===== src/hw/rtl/isotp_pkg.sv =====
`timescale 1ns / 1ps

package isotp_pkg;

    // default sizing
    localparam int ISOTP_NUM_CHANNELS = 8;
    localparam int ISOTP_BUFFER_BYTES = 512;

    // field widths
    localparam int LEN_W    = 12;
    localparam int SEQ_W    = 4;
    localparam int BYTES_W  = 56;
    localparam int NUM_W    = 3;
    localparam int CFG_W    = 9;
    localparam int CFG_IX_W = 2;

    // protocol constants
    localparam logic [7:0]       FC_PCI_CTS   = 8'h30;
    localparam logic [7:0]       SF_MAX_LEN   = 8'd7;
    localparam logic [LEN_W-1:0] FF_MIN_LEN   = 12'd8;
    localparam logic [3:0]       FF_DLC       = 4'd8;
    localparam logic [NUM_W-1:0] FF_STORED    = 3'd6;
    localparam logic [NUM_W-1:0] CF_MAX_BYTES = 3'd7;
    localparam logic [SEQ_W-1:0] FF_NEXT_SEQ  = 4'd1;

    // configuration reset values
    localparam logic [7:0]       CFG_BS_RST     = 8'd0;
    localparam logic [7:0]       CFG_ST_RST     = 8'd20;
    localparam logic [CFG_W-1:0] CFG_MAXLEN_RST = 9'd260;

    // pci frame types (high nibble of byte 0)
    localparam logic [3:0] PCI_SINGLE = 4'h0;
    localparam logic [3:0] PCI_FIRST  = 4'h1;
    localparam logic [3:0] PCI_CONSEC = 4'h2;
    localparam logic [3:0] PCI_FLOW   = 4'h3;

    typedef enum logic [1:0] {
        ST_ACCEPTED = 2'd0,
        ST_REJECTED = 2'd1,
        ST_COMPLETE = 2'd2,
        ST_READ     = 2'd3
    } t_status;

    typedef enum logic [2:0] {
        KIND_SINGLE  = 3'd0,
        KIND_FIRST   = 3'd1,
        KIND_CONSEC  = 3'd2,
        KIND_FLOW    = 3'd3,
        KIND_UNKNOWN = 3'd4
    } t_kind;

    typedef enum logic [CFG_IX_W-1:0] {
        CFG_BLOCK_SIZE = 2'd0,
        CFG_SEP_TIME   = 2'd1,
        CFG_MAX_LENGTH = 2'd2
    } t_cfg_idx;

    // per-channel reassembly state
    typedef struct packed {
        logic             receiving;
        logic [LEN_W-1:0] exp_len;
        logic [LEN_W-1:0] rcv_cnt;
        logic [SEQ_W-1:0] next_seq;
    } t_chan_state;

    // burst of buffer bytes for one frame
    typedef struct packed {
        logic [LEN_W-1:0]   pos;
        logic [NUM_W-1:0]   num;
        logic [BYTES_W-1:0] bytes;
    } t_wr_req;

    // decoded frame outcome
    typedef struct packed {
        t_status          status;
        t_kind            kind;
        logic [LEN_W-1:0] mlen;
        logic             sfc;
        logic [63:0]      fcd;
        t_chan_state      nxt;
        t_wr_req          wr;
    } t_dec_res;

endpackage


===== src/hw/rtl/isotp_frame_dec.sv =====
`timescale 1ns / 1ps

module isotp_frame_dec import isotp_pkg::*; #(
    parameter int BUFFER_BYTES = ISOTP_BUFFER_BYTES
) (
    input  logic             i_is_read,
    input  logic             i_ch_ok,
    input  logic [3:0]       i_dlc,
    input  logic [63:0]      i_data,
    input  t_chan_state      i_state,
    input  logic [7:0]       i_fc_bs,
    input  logic [7:0]       i_fc_st,
    input  logic [CFG_W-1:0] i_max_len,
    output t_dec_res         o_res
);

    logic [7:0]       pci;
    logic [LEN_W-1:0] ff_len;
    logic [LEN_W-1:0] rem;
    logic [NUM_W-1:0] cf_num;
    logic [LEN_W:0]   cf_sum;
    logic             reject;

    assign pci    = i_data[7:0];
    assign ff_len = {pci[3:0], i_data[15:8]};

    // consecutive frame byte count and new fill level
    always_comb begin
        rem    = (i_state.exp_len > i_state.rcv_cnt) ? i_state.exp_len - i_state.rcv_cnt
                                                     : '0;
        cf_num = (rem < LEN_W'(CF_MAX_BYTES)) ? rem[NUM_W-1:0] : CF_MAX_BYTES;
        cf_sum = {1'b0, i_state.rcv_cnt} + (LEN_W + 1)'(cf_num);
    end

    // frame classification and state update
    always_comb begin
        o_res        = '0;
        o_res.status = ST_ACCEPTED;
        o_res.kind   = KIND_SINGLE;
        o_res.nxt    = i_state;
        reject       = 1'b0;
        if (i_is_read) begin
            o_res.status = ST_READ;
        end else if (!i_ch_ok) begin
            o_res.status = ST_REJECTED;
            o_res.kind   = KIND_UNKNOWN;
        end else begin
            unique case (pci[7:4])
                PCI_SINGLE: begin
                    o_res.kind        = KIND_SINGLE;
                    o_res.nxt.exp_len = LEN_W'(pci);
                    if (pci == 8'd0 || pci > SF_MAX_LEN) begin
                        reject = 1'b1;
                    end else begin
                        o_res.wr.num        = pci[NUM_W-1:0];
                        o_res.wr.bytes      = i_data[63:8];
                        o_res.nxt.receiving = 1'b0;
                        o_res.status        = ST_COMPLETE;
                    end
                end
                PCI_FIRST: begin
                    o_res.kind = KIND_FIRST;
                    if (i_dlc != FF_DLC) begin
                        reject = 1'b1;
                    end else begin
                        o_res.nxt.exp_len = ff_len;
                        if (ff_len < FF_MIN_LEN || ff_len > LEN_W'(i_max_len)
                                || {1'b0, ff_len} > (LEN_W + 1)'(BUFFER_BYTES)) begin
                            reject = 1'b1;
                        end else begin
                            o_res.wr.num        = FF_STORED;
                            o_res.wr.bytes      = {8'h00, i_data[63:16]};
                            o_res.nxt.rcv_cnt   = LEN_W'(FF_STORED);
                            o_res.nxt.next_seq  = FF_NEXT_SEQ;
                            o_res.nxt.receiving = 1'b1;
                            o_res.sfc           = 1'b1;
                            o_res.fcd           = {40'h0, i_fc_st, i_fc_bs, FC_PCI_CTS};
                        end
                    end
                end
                PCI_CONSEC: begin
                    o_res.kind = KIND_CONSEC;
                    if (!i_state.receiving || pci[3:0] != i_state.next_seq) begin
                        reject = 1'b1;
                    end else begin
                        o_res.wr.num      = cf_num;
                        o_res.wr.pos      = i_state.rcv_cnt;
                        o_res.wr.bytes    = i_data[63:8];
                        o_res.nxt.rcv_cnt = cf_sum[LEN_W-1:0];
                        if (cf_sum >= {1'b0, i_state.exp_len}) begin
                            o_res.nxt.receiving = 1'b0;
                            o_res.status        = ST_COMPLETE;
                        end else begin
                            o_res.nxt.next_seq = i_state.next_seq + SEQ_W'(1);
                        end
                    end
                end
                PCI_FLOW: begin
                    o_res.kind = KIND_FLOW;
                end
                default: begin
                    o_res.kind = KIND_UNKNOWN;
                    reject     = 1'b1;
                end
            endcase
            // any rejection aborts the channel
            if (reject) begin
                o_res.nxt.receiving = 1'b0;
                o_res.status        = ST_REJECTED;
            end
            o_res.mlen = o_res.nxt.exp_len;
        end
    end

endmodule


===== config.mk =====
export PLATFORM = sky130hd
export DESIGN_NAME = isotp_frame_dec
export DESIGN_NICKNAME = d
export VERILOG_FILES = /design/src/hw/rtl/isotp_pkg.sv /design/src/hw/rtl/isotp_frame_dec.sv
export SDC_FILE = /design/constraint.sdc
export NUM_CORES = 1
export LEC_CHECK = 0
export ABC_AREA = 1
export BUFFER_PORTS_ARGS = -buffer_cell sky130_fd_sc_hd__buf_2
export CAP_MARGIN = 20
export CORE_AREA = 2 2 120 122
export DETAILED_ROUTE_END_ITERATION = 8
export DIE_AREA = 0 0 122 124
export GPL_ROUTABILITY_DRIVEN = 0
export PLACE_DENSITY_LB_ADDON = 0.2
export SYNTH_ARGS = -nofsm -noshare
export SYNTH_HDL_FRONTEND = slang
export SYNTH_SLANG_ARGS = --single-unit

===== constraint.sdc =====
create_clock -name vclk -period 5.92
set_input_delay 0.592 -clock vclk [all_inputs]
set_output_delay 0.592 -clock vclk [all_outputs]
set_load 0.005 [all_outputs]

=== After elaboration in Yosys (flattened, before gate mapping) ===
Cells that the tools add are included.

* Reductions and logical operators: 7
* Equal/unequal tests: 5
* Muxes and demuxes: 37
* Order comparisons: 7
* Add/subtract/negate cells: 3

{| class="wikitable"
|+ Operators by type and width
! operator !! number
|-
| 180-bit 2-to-1 mux || 1
|-
| 177-bit 2-to-1 mux || 1
|-
| 59-bit 2-to-1 mux || 3
|-
| 59-bit case mux with 3 select lines || 1
|-
| 94-bit 2-to-1 mux || 1
|-
| 87-bit 2-to-1 mux || 1
|-
| 66-bit 2-to-1 mux || 1
|-
| 65-bit 2-to-1 mux || 1
|-
| 16-bit case mux with 2 select lines || 1
|-
| 12-bit 2-to-1 mux || 2
|-
| 12-bit case mux with 2 select lines || 1
|-
| 16-bit 2-to-1 mux || 1
|-
| 12-bit by 3-bit adder with 13-bit output || 1
|-
| 13-bit by 12-bit >= comparator with 1-bit output || 1
|-
| 12-bit by 10-bit > comparator with 1-bit output (second input constant) || 1
|-
| 12-bit > comparator || 1
|-
| 12-bit by 9-bit > comparator with 1-bit output || 1
|-
| 12-bit by 3-bit less-than comparator with 1-bit output (second input constant) || 1
|-
| 12-bit by 4-bit less-than comparator with 1-bit output (second input constant) || 1
|-
| 3-bit case mux with 4 select lines || 1
|-
| 12-bit subtractor || 1
|-
| 1-bit 2-to-1 mux || 10
|-
| 2-bit 2-to-1 mux || 5
|-
| 4-bit by 2-bit == test with 1-bit output (second input constant) || 2
|-
| other kinds (15) || 18
|}

* Register bits: 0
* Word-level logic and storage cells: 59
* Output and inout port bits: 182
* Input port bits: 124

=== Logic depth before layout (Yosys ltp) ===
* Depth after elaboration: 12
* Mapped depth: 36
* Gate-level depth less buffers: 36

=== Least setup slack after synthesis ===
Ideal clock, no wire load.

* Kind: input to output
* Start: input i_state[16] (netlist bit)
* End: output o_res[74] (netlist bit)
* Path buffers: 0
* Stages on the path: 35
* Required time: 5.328 ns
* Arrival time: 4.330 ns
* Path slack: 0.998 ns
* Cell sequence: inv_1 -> ha_1 -> fa_1 -> inv_1 -> nand3_1 -> nand2_1 -> nand2_1 -> nand2_1 -> nand2_1 -> nand2_1 -> nand2_1 -> nor2_1 -> nand3_1 -> nand2_1 -> nand2_1 -> ha_1 -> fa_1 -> nand2_1 -> a21oi_2 -> nand2_1 -> xor2_1 -> inv_1 -> ha_1 -> nand2_1 -> inv_1 -> nor2_1 -> o21a_1 -> nand2_1 -> nand3_1 -> nand2_1 -> nor2_2 -> nand2_1 -> o21ai_0 -> nand3_1 -> nand2_1

{| class="wikitable"
|+ RTL lines
! element !! line !! source
|-
| start, declared || isotp_frame_dec.sv:10 || <nowiki>input t_chan_state i_state,</nowiki>
|-
| end, declared || isotp_frame_dec.sv:14 || <nowiki>output t_dec_res o_res</nowiki>
|}

==> impl_results.md <==
* Post-Synth Simple-Gate Area at 0.430
* Cell with the most instances on the worst path: nand2_1
* Post-synth top area cell: nand2_1
* Final setup violating endpoints at 0
* Layout cells sized above 1 at 0.320
* Number of port buffers at 260
* Floorplan die area at 15,100 sq um
* Worst Max-Slew Pin Slew at 895 ps
* Top library cells by usage in the layout, fill and taps aside: buf_2, nand2_1, inv_1, nor2_1, a21oi_1
* Result of the run: finished, final reports clean
* Worst Setup EP: o_res[74]
* Type of the worst setup path: in -> out
* Gate Count Post-Synth at 781
* Wire length of the first global-routing pass at 25,900 um
* Die Y at 124 um
* DP Worst Slack at 218 ps
* Setup repair after global routing missed its margin: false
* Sequential share of the synthesized area at 0
* Initial antenna violation count at 1
* Minimum setup slack in the final design at 450 ps
* Share of synthesized area spent on multiplexers at 0
* Count of unique library cells instantiated by Yosys at 47
* Count of antenna-violating nets left after detailed routing at 0
* Pin count of the biggest net entering global routing at 49
* Overall routed net length at 17,700 um
* Min-Delay Path Class: in -> out
* Via density per instance at 4.62
* Initial detailed-routing violation count at 401
* Number of fill cells at 1,625
* Yosys warns at 0
* Worst EP required at 5330 ps
* Count of standard-cell rows at 43
* Post-Place Cell Area at 5330 sq um
* Launching element type of the critical path: primary input
* Final Hold Violating Endpoints at 0
* Area of the core at 13,700 sq um
* Fraction of post-synthesis cell area in the top cell type by area at 0.201
* Part of the cycle the worst path needs at 0.924
* Layout-stage area growth over the synthesis result at 32.2%
* Total Routing Usage GR at 0.213
* Element type at the critical path end: output pin
* Number of I/O pins at 306
* Syn avg cell area at 5.26 sq um
* Main combinational cell family by area after synthesis: simple AND/OR/NAND/NOR gates
* Starting density of the core at 0.299
* DRC at 0
* IR Drop Worst-Case VDD at 0.0341 mV
* Footprint of the flip-flops and latches at 0 sq um
* Critical Path Slowest Stage Cell: fa_2
* Leftover overflow at the end of global routing at 0
* Cell area after technology mapping at 4110 sq um
* Rel. slew slack at 0.403
* Largest fanout on the critical path at 5
* Dominant cells by area after synthesis: nand2_1, ha_1, inv_1
* Vias in the first global route at 4,882
* Sum of negative setup slack at 0 ps
* Number of slew-limit violations in the final report at 0
* Adder and majority cell fraction of the synthesized area at 0.122
* HPWL reported at the end of detailed placement at 15,100 um
* Most common cell after layout, fill and taps aside: buf_2
* PwrDens at 63.5 nW/um^2
* Compound-gate portion of the synthesized area at 0.185
* Achievable frequency at 183 MHz
* Routed wire per std cell at 14.8 um
* Max Cap Violations at 0
* Total via count after detailed routing at 5,548
* Number of clock-tree buffers in the layout at 0
* Seq cells at 0
* CP arrival at 4880 ps
* Iteration count of the initial detailed-routing pass at 5
* Count of nets after finishing at 1,184
* Combined area of the multi-input logic cells at 3370 sq um
* Post-synthesis share of cell area spent on xor and xnor gates at 0.0234
* Clock period minus worst slack at 5470 ps
* Leakage power at 3.18 nW
* Die W at 122 um
* Design area at 5430 sq um
* Critical Path Max Stage Delay at 560 ps
* CTS Hold Buffers Added at 0
* Worst setup startpoint: i_state[16]
power breakdown:
| group | total (mW) | switching [mW] | internal (mW) |
|---|---|---|---|
| logic | 0.345 | 0.211 | 0.134 |
| registers | 0 | 0 | 0 |
| clock network | 0.0000000226 | 0 | 0.0000000226 |
final cells by class:
class | instances | area share
well taps | 180 | 0.0414
diodes | 1 | 0.000461
multi-input cells | 626 | 0.620
repair buffers | 264 | 0.249
inverters | 129 | 0.0898
cell usage after synthesis, drive strengths merged:
cell      n
conb      1
or2       1
inv     128
a211oi    2
a21oi    63
o21bai    3
clkinv    1
nor4      1
xor2      9
o211ai    2
a31oi     1
nand3b    5
o22ai    11
nor3     10
nor2     87
ha       37
xnor2     2
nand2   231
a21o      1
nor2b     1
a22oi     2
clkbuf    5
nand4    13
buf      66
o21ai    39
nand3    49
o32ai     4
o31ai     1
o21a      1
and3      2
fa        2
how the worst min path moves through the flow:
| stage | startpoint | endpoint | slack (ps) | cells after the start |
|---|---|---|---|---|
| 2_1_floorplan | i_is_read | o_res[177] | 1220 | 1 |
| 3_3_place_gp | i_fc_st[5] | o_res[121] | 1460 | 4 |
| 3_5_place_dp | i_fc_bs[6] | o_res[114] | 1460 | 4 |
| 6_report | i_fc_bs[6] | o_res[114] | 1460 | 4 |
| 5_1_grt | i_fc_st[6] | o_res[122] | 1480 | 4 |
| 4_1_cts | i_fc_bs[6] | o_res[114] | 1460 | 4 |
per-layer routing:
layer | vias to the layer above | GRT usage | wire length [um]
li1 | 2881 | - | -
met1 | 2424 | 0.299 | 7900
met2 | 233 | 0.372 | 8520
met3 | 10 | 0.0128 | 1130
met4 | 0 | 0.0158 | 151
met5 | - | 0 | 0
through the flow:
| step | cells | hold slack [ps] | util | power, mW |
|---|---|---|---|---|
| after global routing | 1199 | 1480 | 0.396 | 0.393 |
| final | 1200 | 1460 | 0.396 | 0.345 |
| after detailed placement | 1197 | 1460 | 0.388 | 0.330 |
| after CTS | 1197 | 1460 | 0.388 | 0.332 |
| after global placement | 1197 | 1460 | 0.388 | 0.330 |
| after floorplan | 826 | 1220 | - | 0.223 |
critical path, delay by kind of cell:
| kind | cells | cell delay (ps) |
|---|---|---|
| AOI/OAI and AO/OA | 4 | 540 |
| xor gates and xnor gates | 1 | 170 |
| adders and majority gates | 5 | 1610 |
| buffers and inverters | 5 | 400 |
| and+or+nand+nor | 17 | 1570 |
cell families (layout without fill, tap and decap cells):
logic type	count (synthesis)	after routing
other	1	47
and+or+nand+nor	400	400
buffers and inverters	200	393
adders and majority gates	39	39
AOI/OAI and AO/OA	130	130
xor gates and xnor gates	11	11
timing repair:
action / CTS / global route
buffers inserted: 0 / 1
resized for setup: 0 / 17
setup endpoints to repair: 0 / 6
No activity file was read; power rests on OpenSTA's default activity.
