<file path="config.mk">
export PLATFORM = sky130hd
export DESIGN_NAME = isotp_state_ram
export DESIGN_NICKNAME = d
export VERILOG_FILES = /design/src/hw/rtl/isotp_pkg.sv /design/src/hw/rtl/isotp_state_ram.sv
export SDC_FILE = /design/constraint.sdc
export NUM_CORES = 1
export LEC_CHECK = 0
export BUFFER_PORTS_ARGS = -buffer_cell sky130_fd_sc_hd__buf_4
export CAP_MARGIN = 10
export CORE_ASPECT_RATIO = 1.75
export CORE_MARGIN = 2
export CORE_UTILIZATION = 55
export DETAILED_ROUTE_END_ITERATION = 12
export HOLD_SLACK_MARGIN = 0.12
export PLACE_DENSITY = 0.71
export SLEW_MARGIN = 40
export SYNTH_ARGS = -nofsm -noshare
export SYNTH_HDL_FRONTEND = slang
export SYNTH_SLANG_ARGS = --single-unit
</file>
<file path="constraint.sdc">
create_clock -name i_clk -period 4.3 [get_ports i_clk]
set_clock_uncertainty 0.2 [all_clocks]
set_input_delay 0.43 -clock i_clk [delete_from_list [all_inputs] [get_ports i_clk]]
set_output_delay 0.43 -clock i_clk [all_outputs]
set_load 0.02 [all_outputs]
</file>
<file path="src/hw/rtl/isotp_pkg.sv">
`timescale 1ns / 1ps

package isotp_pkg;

    // default sizing
    localparam int ISOTP_NUM_CHANNELS = 8;
    localparam int ISOTP_BUFFER_BYTES = 512;

    // field widths
    localparam int LEN_W    = 12;
    localparam int SEQ_W    = 4;
    localparam int BYTES_W  = 56;
    localparam int NUM_W    = 3;
    localparam int CFG_W    = 9;
    localparam int CFG_IX_W = 2;

    // protocol constants
    localparam logic [7:0]       FC_PCI_CTS   = 8'h30;
    localparam logic [7:0]       SF_MAX_LEN   = 8'd7;
    localparam logic [LEN_W-1:0] FF_MIN_LEN   = 12'd8;
    localparam logic [3:0]       FF_DLC       = 4'd8;
    localparam logic [NUM_W-1:0] FF_STORED    = 3'd6;
    localparam logic [NUM_W-1:0] CF_MAX_BYTES = 3'd7;
    localparam logic [SEQ_W-1:0] FF_NEXT_SEQ  = 4'd1;

    // configuration reset values
    localparam logic [7:0]       CFG_BS_RST     = 8'd0;
    localparam logic [7:0]       CFG_ST_RST     = 8'd20;
    localparam logic [CFG_W-1:0] CFG_MAXLEN_RST = 9'd260;

    // pci frame types (high nibble of byte 0)
    localparam logic [3:0] PCI_SINGLE = 4'h0;
    localparam logic [3:0] PCI_FIRST  = 4'h1;
    localparam logic [3:0] PCI_CONSEC = 4'h2;
    localparam logic [3:0] PCI_FLOW   = 4'h3;

    typedef enum logic [1:0] {
        ST_ACCEPTED = 2'd0,
        ST_REJECTED = 2'd1,
        ST_COMPLETE = 2'd2,
        ST_READ     = 2'd3
    } t_status;

    typedef enum logic [2:0] {
        KIND_SINGLE  = 3'd0,
        KIND_FIRST   = 3'd1,
        KIND_CONSEC  = 3'd2,
        KIND_FLOW    = 3'd3,
        KIND_UNKNOWN = 3'd4
    } t_kind;

    typedef enum logic [CFG_IX_W-1:0] {
        CFG_BLOCK_SIZE = 2'd0,
        CFG_SEP_TIME   = 2'd1,
        CFG_MAX_LENGTH = 2'd2
    } t_cfg_idx;

    // per-channel reassembly state
    typedef struct packed {
        logic             receiving;
        logic [LEN_W-1:0] exp_len;
        logic [LEN_W-1:0] rcv_cnt;
        logic [SEQ_W-1:0] next_seq;
    } t_chan_state;

    // burst of buffer bytes for one frame
    typedef struct packed {
        logic [LEN_W-1:0]   pos;
        logic [NUM_W-1:0]   num;
        logic [BYTES_W-1:0] bytes;
    } t_wr_req;

    // decoded frame outcome
    typedef struct packed {
        t_status          status;
        t_kind            kind;
        logic [LEN_W-1:0] mlen;
        logic             sfc;
        logic [63:0]      fcd;
        t_chan_state      nxt;
        t_wr_req          wr;
    } t_dec_res;

endpackage

</file>
<file path="src/hw/rtl/isotp_state_ram.sv">
`timescale 1ns / 1ps

module isotp_state_ram import isotp_pkg::*; #(
    parameter int NUM_CHANNELS = ISOTP_NUM_CHANNELS
) (
    input  logic        i_clk,
    input  logic        i_rst_n,
    input  logic        i_rd_en,
    input  logic [(NUM_CHANNELS > 1 ? $clog2(NUM_CHANNELS) : 1)-1:0] i_rd_ch,
    input  logic        i_wr_en,
    input  logic [(NUM_CHANNELS > 1 ? $clog2(NUM_CHANNELS) : 1)-1:0] i_wr_ch,
    input  t_chan_state i_wr_state,
    output t_chan_state o_rd_state
);

    t_chan_state             mem [NUM_CHANNELS];
    t_chan_state             r_rd_data;
    logic [NUM_CHANNELS-1:0] r_vld;
    logic                    r_rd_vld;
    logic                    r_fwd;
    t_chan_state             r_fwd_state;

    // state memory, one write and one registered read
    always_ff @(posedge i_clk) begin
        if (i_wr_en) begin
            mem[i_wr_ch] <= i_wr_state;
        end
        if (i_rd_en) begin
            r_rd_data <= mem[i_rd_ch];
        end
    end

    // entries not yet written read as reset state
    always_ff @(posedge i_clk) begin
        if (!i_rst_n) begin
            r_vld    <= '0;
            r_rd_vld <= 1'b0;
            r_fwd    <= 1'b0;
        end else begin
            if (i_wr_en) begin
                r_vld[i_wr_ch] <= 1'b1;
            end
            if (i_rd_en) begin
                r_rd_vld <= r_vld[i_rd_ch];
                r_fwd    <= i_wr_en && (i_wr_ch == i_rd_ch);
            end
        end
    end

    // forward a write that lands on the entry being read
    always_ff @(posedge i_clk) begin
        if (i_rd_en) begin
            r_fwd_state <= i_wr_state;
        end
    end

    always_comb begin
        if (r_fwd) begin
            o_rd_state = r_fwd_state;
        end else if (r_rd_vld) begin
            o_rd_state = r_rd_data;
        end else begin
            o_rd_state = '0;
        end
    end

endmodule

</file>
---- After elaboration in Yosys (flattened, before gate mapping) ----
Memories as Yosys holds them, arrays and structs flattened. A register that Yosys moved wholly into a read port is not among the register bits.
Cells that the tools add are included.
storage, ports and cells
  register bits ........................... 39
  bits in latches ......................... 0
  bits in writable memories ............... 232
  bits in read-only memories .............. 0
  input bits .............................. 39
  output and inout bits ................... 29
  logic and storage cells ................. 23
  memories kept ........................... 1
memories
  memory  words  bits a word  rd ports  clocked after memory_dff  write ports  RTL line               source
  mem     8      29           1         1                         1            isotp_state_ram.sv:16  t_chan_state mem [NUM_CHANNELS];
cells by class
  $add $sub $neg .......................... 0
  multipliers ............................. 0
  div/mod/pow operators ................... 0
  $lt $le $gt $ge ......................... 3
  eq/ne operators ......................... 1
  shift operators ......................... 0
  multiplexer cells ....................... 8
  bitwise gates (word level) .............. 1
  reduce and logical (&&, ||, !) cells .... 2
operators with widths
  cell                                                               count
  two-way mux 29 bit                                                 2
  < comparator 3 x 4 -> 1 bit, second input constant                 2
  bitwise OR 8 bit                                                   1
  two-way mux 1 bit                                                  4
  binary-select mux 1 bit (select 3 bit)                             1
  demux 1 bit (select 3 bit)                                         1
  equality test 3 bit                                                1
  greater-or-equal comparator 3 x 1 -> 1 bit, second input constant  1
  logical AND 1 bit                                                  2

---- Depth between registers and ports, before layout ----
Gate-level depths: netlist of run 1.
  depth after elaboration ................. 5
  depth in mapped cells ................... 5
  mapped depth without buffers ............ 3

---- Worst setup path before layout of run 1 ----
OpenSTA, ideal clock, no wires.
  kind .................................... input-to-reg
  from .................................... in i_wr_ch[2] in the netlist's numbering
  to ...................................... mem mem[0][0] in the netlist's numbering, enable pin
  arrival ................................. 2665 ps
  slack ................................... 981 ps
  stages .................................. 2
  cells stage by stage .................... nand2b_1 > nor3_1
RTL lines
  element             RTL line               source
  start: declaration  isotp_state_ram.sv:11  input logic [(NUM_CHANNELS > 1 ? $clog2(NUM_CHANNELS) : 1)-1:0] i_wr_ch,
  end: declaration    isotp_state_ram.sv:16
No word-level cell before the write port.

==> metrics.cfg, run 1 <==
[die]
ioPinCount=68
start_util_pct=56.0
die_area_mm2=0.0219
die_h_um=194
num_rows=69
fp.coreArea_mm2=0.0203
dieWidth_um=113

[sta]
period_needed_ns=2.87
setup_tns_ns=0
period_share_pct=66.8
worst_hold_slack_ns=0.148
final_hold_viol_count=0
setup_violations=0
slew-limit-headroom_pct=44.5
rsz0062_at_grt=false
tightest_slew_ns=0.832
final_max_slew_viol_count=0
fmax_ghz=0.348

[cells_and_area]
fill_cells=1302
fin_nets=625
area_delta_synth_final_pct=16.2
n_antenna_cell=0
final_util_pct=65.0
layout-drive-gt1-share_pct=26.8
final_cells=852
multi_input_area_mm2=0.00236
regArea_mm2=0.00891

[worst_setup_path]
r2r_start=mem[1][23]
crit_end=o_rd_state[9]
crit_path_start_kind=register
cp-startpoint=r_rd_vld
crit_type=reg2out
cp_data_arrival_time_ns=2.24
cp-end-kind=output pin
r2r-end=r_rd_data[23]
required_ns=3.67
reg2regPathDepth=2
crit_fanout=18
r2r_slack_ns=2.68

[synthesis]
synth_top_area_share_pct=76.7
ys_warn_count=0
synth_top_family_by_area=multiplexers
synth_cell_types=22
syn_area_mm2=0.0114
synthSimpleGateAreaFrac_pct=0.716
synth_most_common_cell=edfxtp_1
syn_inst=476
async_reset_ff_share_pct=0
ys_seq_area_share_pct=78.4
synth_edf_count=290
synth-seq-cells=300
yosysTopAreaCell=edfxtp_1
synth_common_cells=edfxtp_1, mux4_1, a22o_1, mux2_2, mux4_2
synth_area_leaders=edfxtp_1, mux4_1, mux4_2
synthXorXnorAreaFrac_pct=0.231
synth.area.mux_share_pct=16.4
syn_area_per_cell_um2=23.9
synth_compound_area_share_pct=2.92
ys.flop_type=edfxtp_1
syn_nets=515
synth-adder-area-share_pct=0

[power]
p_leak_nw=4.50
vdd_drop_max_mv=0.374
p_per_area_mw_per_mm2=439

[drt]
drtIter0Drc=322
drcViolationCount=0
vias=5147
drtPass1Iterations=5
wl_per_cell_um=25.0
wl_um=21300
routed_via_density=6.04
final_antenna_net_count=0

[clock_network]
cts_tree=built
h-tree-depth=1
root_buffer=clkbuf_16
cts.clk_slew.worst_paths_ns=0.06
clock_latency_ns=0.51
clkSinkCount=300
cts_inserted_buffers=25
cts_max_path_buffers=3
cts_resized=0

[flow_run]
max-cap-violations=0

[placed_design]
io_buffers=67
place_inst=777
dp.final_hpwl_um=11100
gp_congestion=0.687

[grt]
grt_max_degree=64
antenna_found_initial=0
grt_pass1_vias=5581
grt_pass1_wl_um=32500
grt_overflow=0
track_usage_pct=19.9

[min_path]
hold_class=in2reg

[status]
status=complete, no violations

worst max-delay path, cell delays in order (launching register included):
cell	delay (ns)
dfxtp_1	0.32
nor2b_2	0.59
buf_4	0.42
a22o_1	0.23
buf_4	0.16
per-layer routing:
layer,GRT usage [%],vias up,part of all wire (%)
met2,35.7,160,54
met3,2.38,29,5.3
met1,25.6,2684,38
met4,5.56,0,2.0
met5,0,-,0
li1,-,2274,-
cell type report:
cell class / instances / area share, %
clock buffer: 32 / 4.94
sequential: 300 / 67.5
timing repair buffer: 107 / 6.71
multi-input combinational: 152 / 17.9
clock inverter: 13 / 0.626
tap: 248 / 2.35
power breakdown:
part	switching (mW)	total, mW	internal (mW)
clock network	0.942	2.07	1.13
logic	0.183	0.350	0.167
registers	0.0319	3.37	3.34
through the flow:
step	total power, mW	setup slack, ns	cell area (um2)
3_3_place_gp	3.74	1.61	12200
3_5_place_dp	3.77	1.76	12200
5_1_grt	5.99	1.37	13200
4_1_cts	5.85	1.42	13200
6_report	5.79	1.43	13200
2_1_floorplan	3.61	0.981	11400
how the worst min path moves through the flow:
stage	slack, ns	depth (start not counted)	from	end
after detailed placement	0.25	1	r_vld[6]	r_vld[6]
after global placement	0.25	1	r_vld[0]	r_vld[0]
after global routing	0.17	4	i_wr_en	r_fwd
after CTS	0.13	4	i_wr_en	r_fwd
after floorplan	0.24	1	r_vld[0]	r_vld[0]
final	0.15	4	i_wr_en	r_fwd
cells by family (layout without fill, tap and decap cells):
| logic type | count (synthesis) | after routing |
|---|---|---|
| xor+xnor | 3 | 3 |
| buf+inv | 24 | 152 |
| simple gates | 17 | 17 |
| mux | 92 | 92 |
| compound gates | 40 | 40 |
| flops | 300 | 300 |
flip-flops by register name, indices dropped and copies added (netlist names):
name	flops
r_rd_vld	1
r_vld	8
r_fwd_state	29
r_rd_data	29
r_fwd	1
mem	232
cells in the final DEF, fill, tap and decap left out:
master | synthesis | final
a21oi_1 | 1 | 1
a22o_1 | 29 | 29
buf_4 | 0 | 75
buf_6 | 6 | 2
bufinv_16 | 0 | 1
clkbuf_1 | 12 | 7
clkbuf_16 | 0 | 25
clkinv_1 | 0 | 6
clkinv_2 | 0 | 6
dfxtp_1 | 10 | 10
dlygate4sd3_1 | 0 | 30
edfxtp_1 | 290 | 290
mux2_2 | 29 | 29
mux2i_1 | 4 | 4
mux4_1 | 44 | 44
mux4_2 | 15 | 15
nand2_1 | 3 | 3
nand2b_1 | 3 | 3
nor2_4 | 0 | 6
nor2b_1 | 2 | 1
nor2b_2 | 0 | 1
nor3_2 | 0 | 2
nor4_1 | 1 | 1
o21a_1 | 9 | 9
o21ai_0 | 1 | 1
xor2_1 | 3 | 3
timing repair:
item	in CTS	in global routing
hold buffers	30	0
endpoints found under the hold margin	271	0
buffers inserted	0	0
No activity file was read; power rests on OpenSTA's default activity.
==> inputs of run 2 (changes only) <==
==> constraint.sdc (replaced) <==
create_clock -name i_clk -period 2.9 [get_ports i_clk]
set_clock_uncertainty 0.2 [all_clocks]
set_input_delay 0.29 -clock i_clk [delete_from_list [all_inputs] [get_ports i_clk]]
set_output_delay 0.29 -clock i_clk [all_outputs]
set_load 0.02 [all_outputs]
==> run 2 against run 1 <==
Routed wire length up 0.96%. Sequential power up 48%. Utilization up 1.7 points. Global-route usage about the same. Hold slack better by 0.0058 ns. Critical endpoint is now o_rd_state[24]. Largest cell class unchanged. Largest power group unchanged.
==> metrics.cfg, run 2 (synthesized netlist as in run 1, its figures left out) <==
[drt]
drtIter0Drc=341  ; +5.9%
wl_per_cell_um=24.8  ; -0.90%
routed_via_density=5.98  ; -0.95%
final_antenna_net_count=0  ; unchanged
wl_um=21500  ; +0.96%
drtPass1Iterations=4  ; -1
vias=5194  ; +0.91%
drcViolationCount=0  ; unchanged

[clock_network]
post_cts_buffers=0  ; unchanged
root_buffer=clkbuf_16
cts.clk_slew.worst_paths_ns=0.07  ; about the same
h-tree-depth=1  ; unchanged
cts_max_path_buffers=3  ; unchanged
clock_latency_ns=0.52  ; about the same
cts_inserted_buffers=26  ; +4.0%
clkSinkCount=300  ; unchanged
cts_tree=built

[cells_and_area]
n_antenna_cell=0  ; unchanged
fill_cells=1273  ; -2.2%
regMostFlops=mem
largest_reg_flops=232  ; unchanged
area_delta_synth_final_pct=19.1
design_area_mm2=0.0135  ; +2.5%
fin_nets=640  ; +2.4%
layout_commonest_cell=edfxtp_1
final_cell_mix=edfxtp_1, buf_4, mux4_1
layout-drive-gt1-share_pct=28.9  ; +2.0 points
final_util_pct=66.7  ; +1.7 points
largestRegisters=mem: 232 flops, r_fwd_state: 29 flops, r_rd_data: 29 flops

[die]
die_h_um=194  ; unchanged
start_util_pct=56.0  ; unchanged
dieWidth_um=113  ; unchanged
die_area_mm2=0.0219  ; unchanged
ioPinCount=68  ; unchanged
fp.coreArea_mm2=0.0203  ; unchanged
num_rows=69  ; unchanged

[worst_setup_path]
r2r-end=r_rd_data[12]
cp-end-kind=output pin
crit_fanout=15  ; -3
r2r_slack_ns=1.25  ; -1.43 ns
reg2regPathDepth=2  ; unchanged
crit_type=reg2out
r2r_start=mem[2][12]
crit_path_start_kind=register
required_ns=2.41  ; -1.26 ns
cp_data_arrival_time_ns=2.00  ; -0.24 ns

[placed_design]
gp_congestion=0.726  ; +5.6%
io_buffers=67  ; unchanged
place_area_mm2=0.0124  ; +1.7%
dp.final_hpwl_um=12300  ; +11%

[sta]
slew-limit-headroom_pct=62.0  ; +18 points
setup_violations=0  ; unchanged
tightest_slew_ns=0.568  ; -0.264 ns
final_max_slew_viol_count=0  ; unchanged
final_hold_viol_count=0  ; unchanged
period_share_pct=85.7
period_needed_ns=2.49
fmax_ghz=0.402
rsz0062_at_grt=false
setup_tns_ns=0  ; unchanged

[grt]
track_usage_pct=19.9  ; about the same
grt_max_degree=32  ; -50%
grt_overflow=0  ; unchanged
grt_pass1_wl_um=32400  ; -0.40%
antenna_found_initial=0  ; unchanged
grt_pass1_vias=5516  ; -1.2%

[power]
clkPwrFrac_pct=37.4  ; +1.6 points
p_int_mw=7.09  ; +53%
p_leak_nw=4.66  ; +3.3%
sequentialPowerShare_pct=56.4  ; -1.8 points
combinationalPowerShare_pct=6.2  ; +0.2 points
p_sw_share_pct=20.0  ; about the same
net-switching-power_mw=1.77  ; +53%
vdd_drop_max_mv=0.603  ; +61%
p_per_area_mw_per_mm2=655  ; +49%

[flow_run]
max-cap-violations=0  ; unchanged

[min_path]
hold_class=in2reg
hp-start=i_wr_ch[1]
whs_path_depth=3  ; -1
hold_end=mem[0][9]

[status]
status=complete, no violations

==> run 2: cell types whose count changed in the layout (fill, tap and decap cells not counted), moves of 3 or more <==
cell           change
buf_12            +10
clkinv_2           +3
dlygate4sd3_1      +5
clkbuf_1           -4
==> run 2: how the worst max path moves through the flow <==
| stage | start | to | slack, ns | depth (start not counted) |
|---|---|---|---|---|
| final | r_rd_vld | o_rd_state[24] | 0.41 | 4 |
| after global routing | r_rd_vld | o_rd_state[24] | 0.34 | 4 |
| after CTS | r_rd_vld | o_rd_state[24] | 0.39 | 4 |
| after detailed placement | i_rd_ch[0] | r_rd_data[22] | 0.63 | 4 |
| after global placement | i_rd_ch[0] | r_rd_data[25] | 0.67 | 4 |
| after floorplan | i_wr_ch[2] | mem[1][0] | 0.52 | 2 |
==> run 2: metrics by stage <==
| stage | hold slack (ns) | instances | power (mW) | setup WS (ns) |
|---|---|---|---|---|
| after floorplan | 0.181 | 476 | 5.36 | 0.518 |
| after global placement | 0.245 | 786 | 5.58 | 0.673 |
| after detailed placement | 0.255 | 786 | 5.61 | 0.627 |
| after CTS | 0.139 | 868 | 8.94 | 0.386 |
| after global routing | 0.141 | 868 | 9.14 | 0.337 |
| final | 0.154 | 868 | 8.86 | 0.414 |
==> run 2: final cells by class <==
type / count / area (um2) / share of cell area, %
multi-input combinational: 152 / 2370 / 17.5
clock buffer: 30 / 687 / 5.08
sequential: 300 / 8910 / 65.8
tap: 248 / 310 / 2.29
clock inverter: 17 / 135 / 0.999
timing repair buffer: 121 / 1120 / 8.28
==> run 2: power by group through the flow <==
| stage | clock (mW) | combinational [mW] | sequential (mW) |
|---|---|---|---|
| detailed placement | 0 | 0.520 | 5.09 |
| finish | 3.32 | 0.549 | 4.99 |
| global placement | 0 | 0.501 | 5.07 |
| CTS | 3.38 | 0.560 | 5.00 |
| floorplan | 0 | 0.285 | 5.07 |
| global route | 3.55 | 0.587 | 5.01 |
==> run 2: critical path, stage by stage (launching register included) <==
cell,delay (ns)
dfxtp_1,0.33
nor2b_2,0.44
buf_4,0.35
a22o_1,0.20
buf_4,0.15
==> run 2: what timing repair did <==
item,CTS,global route
hold buffers,35,0
resized for setup,0,0
endpoints found under the hold margin,298,0
==> run 2: routing by layer <==
metal / global-route usage, % / routed length, um
met2: 37.0 / 11900
met1: 24.9 / 8400
met5: 0 / 0
met4: 4.38 / 272
met3: 2.31 / 872
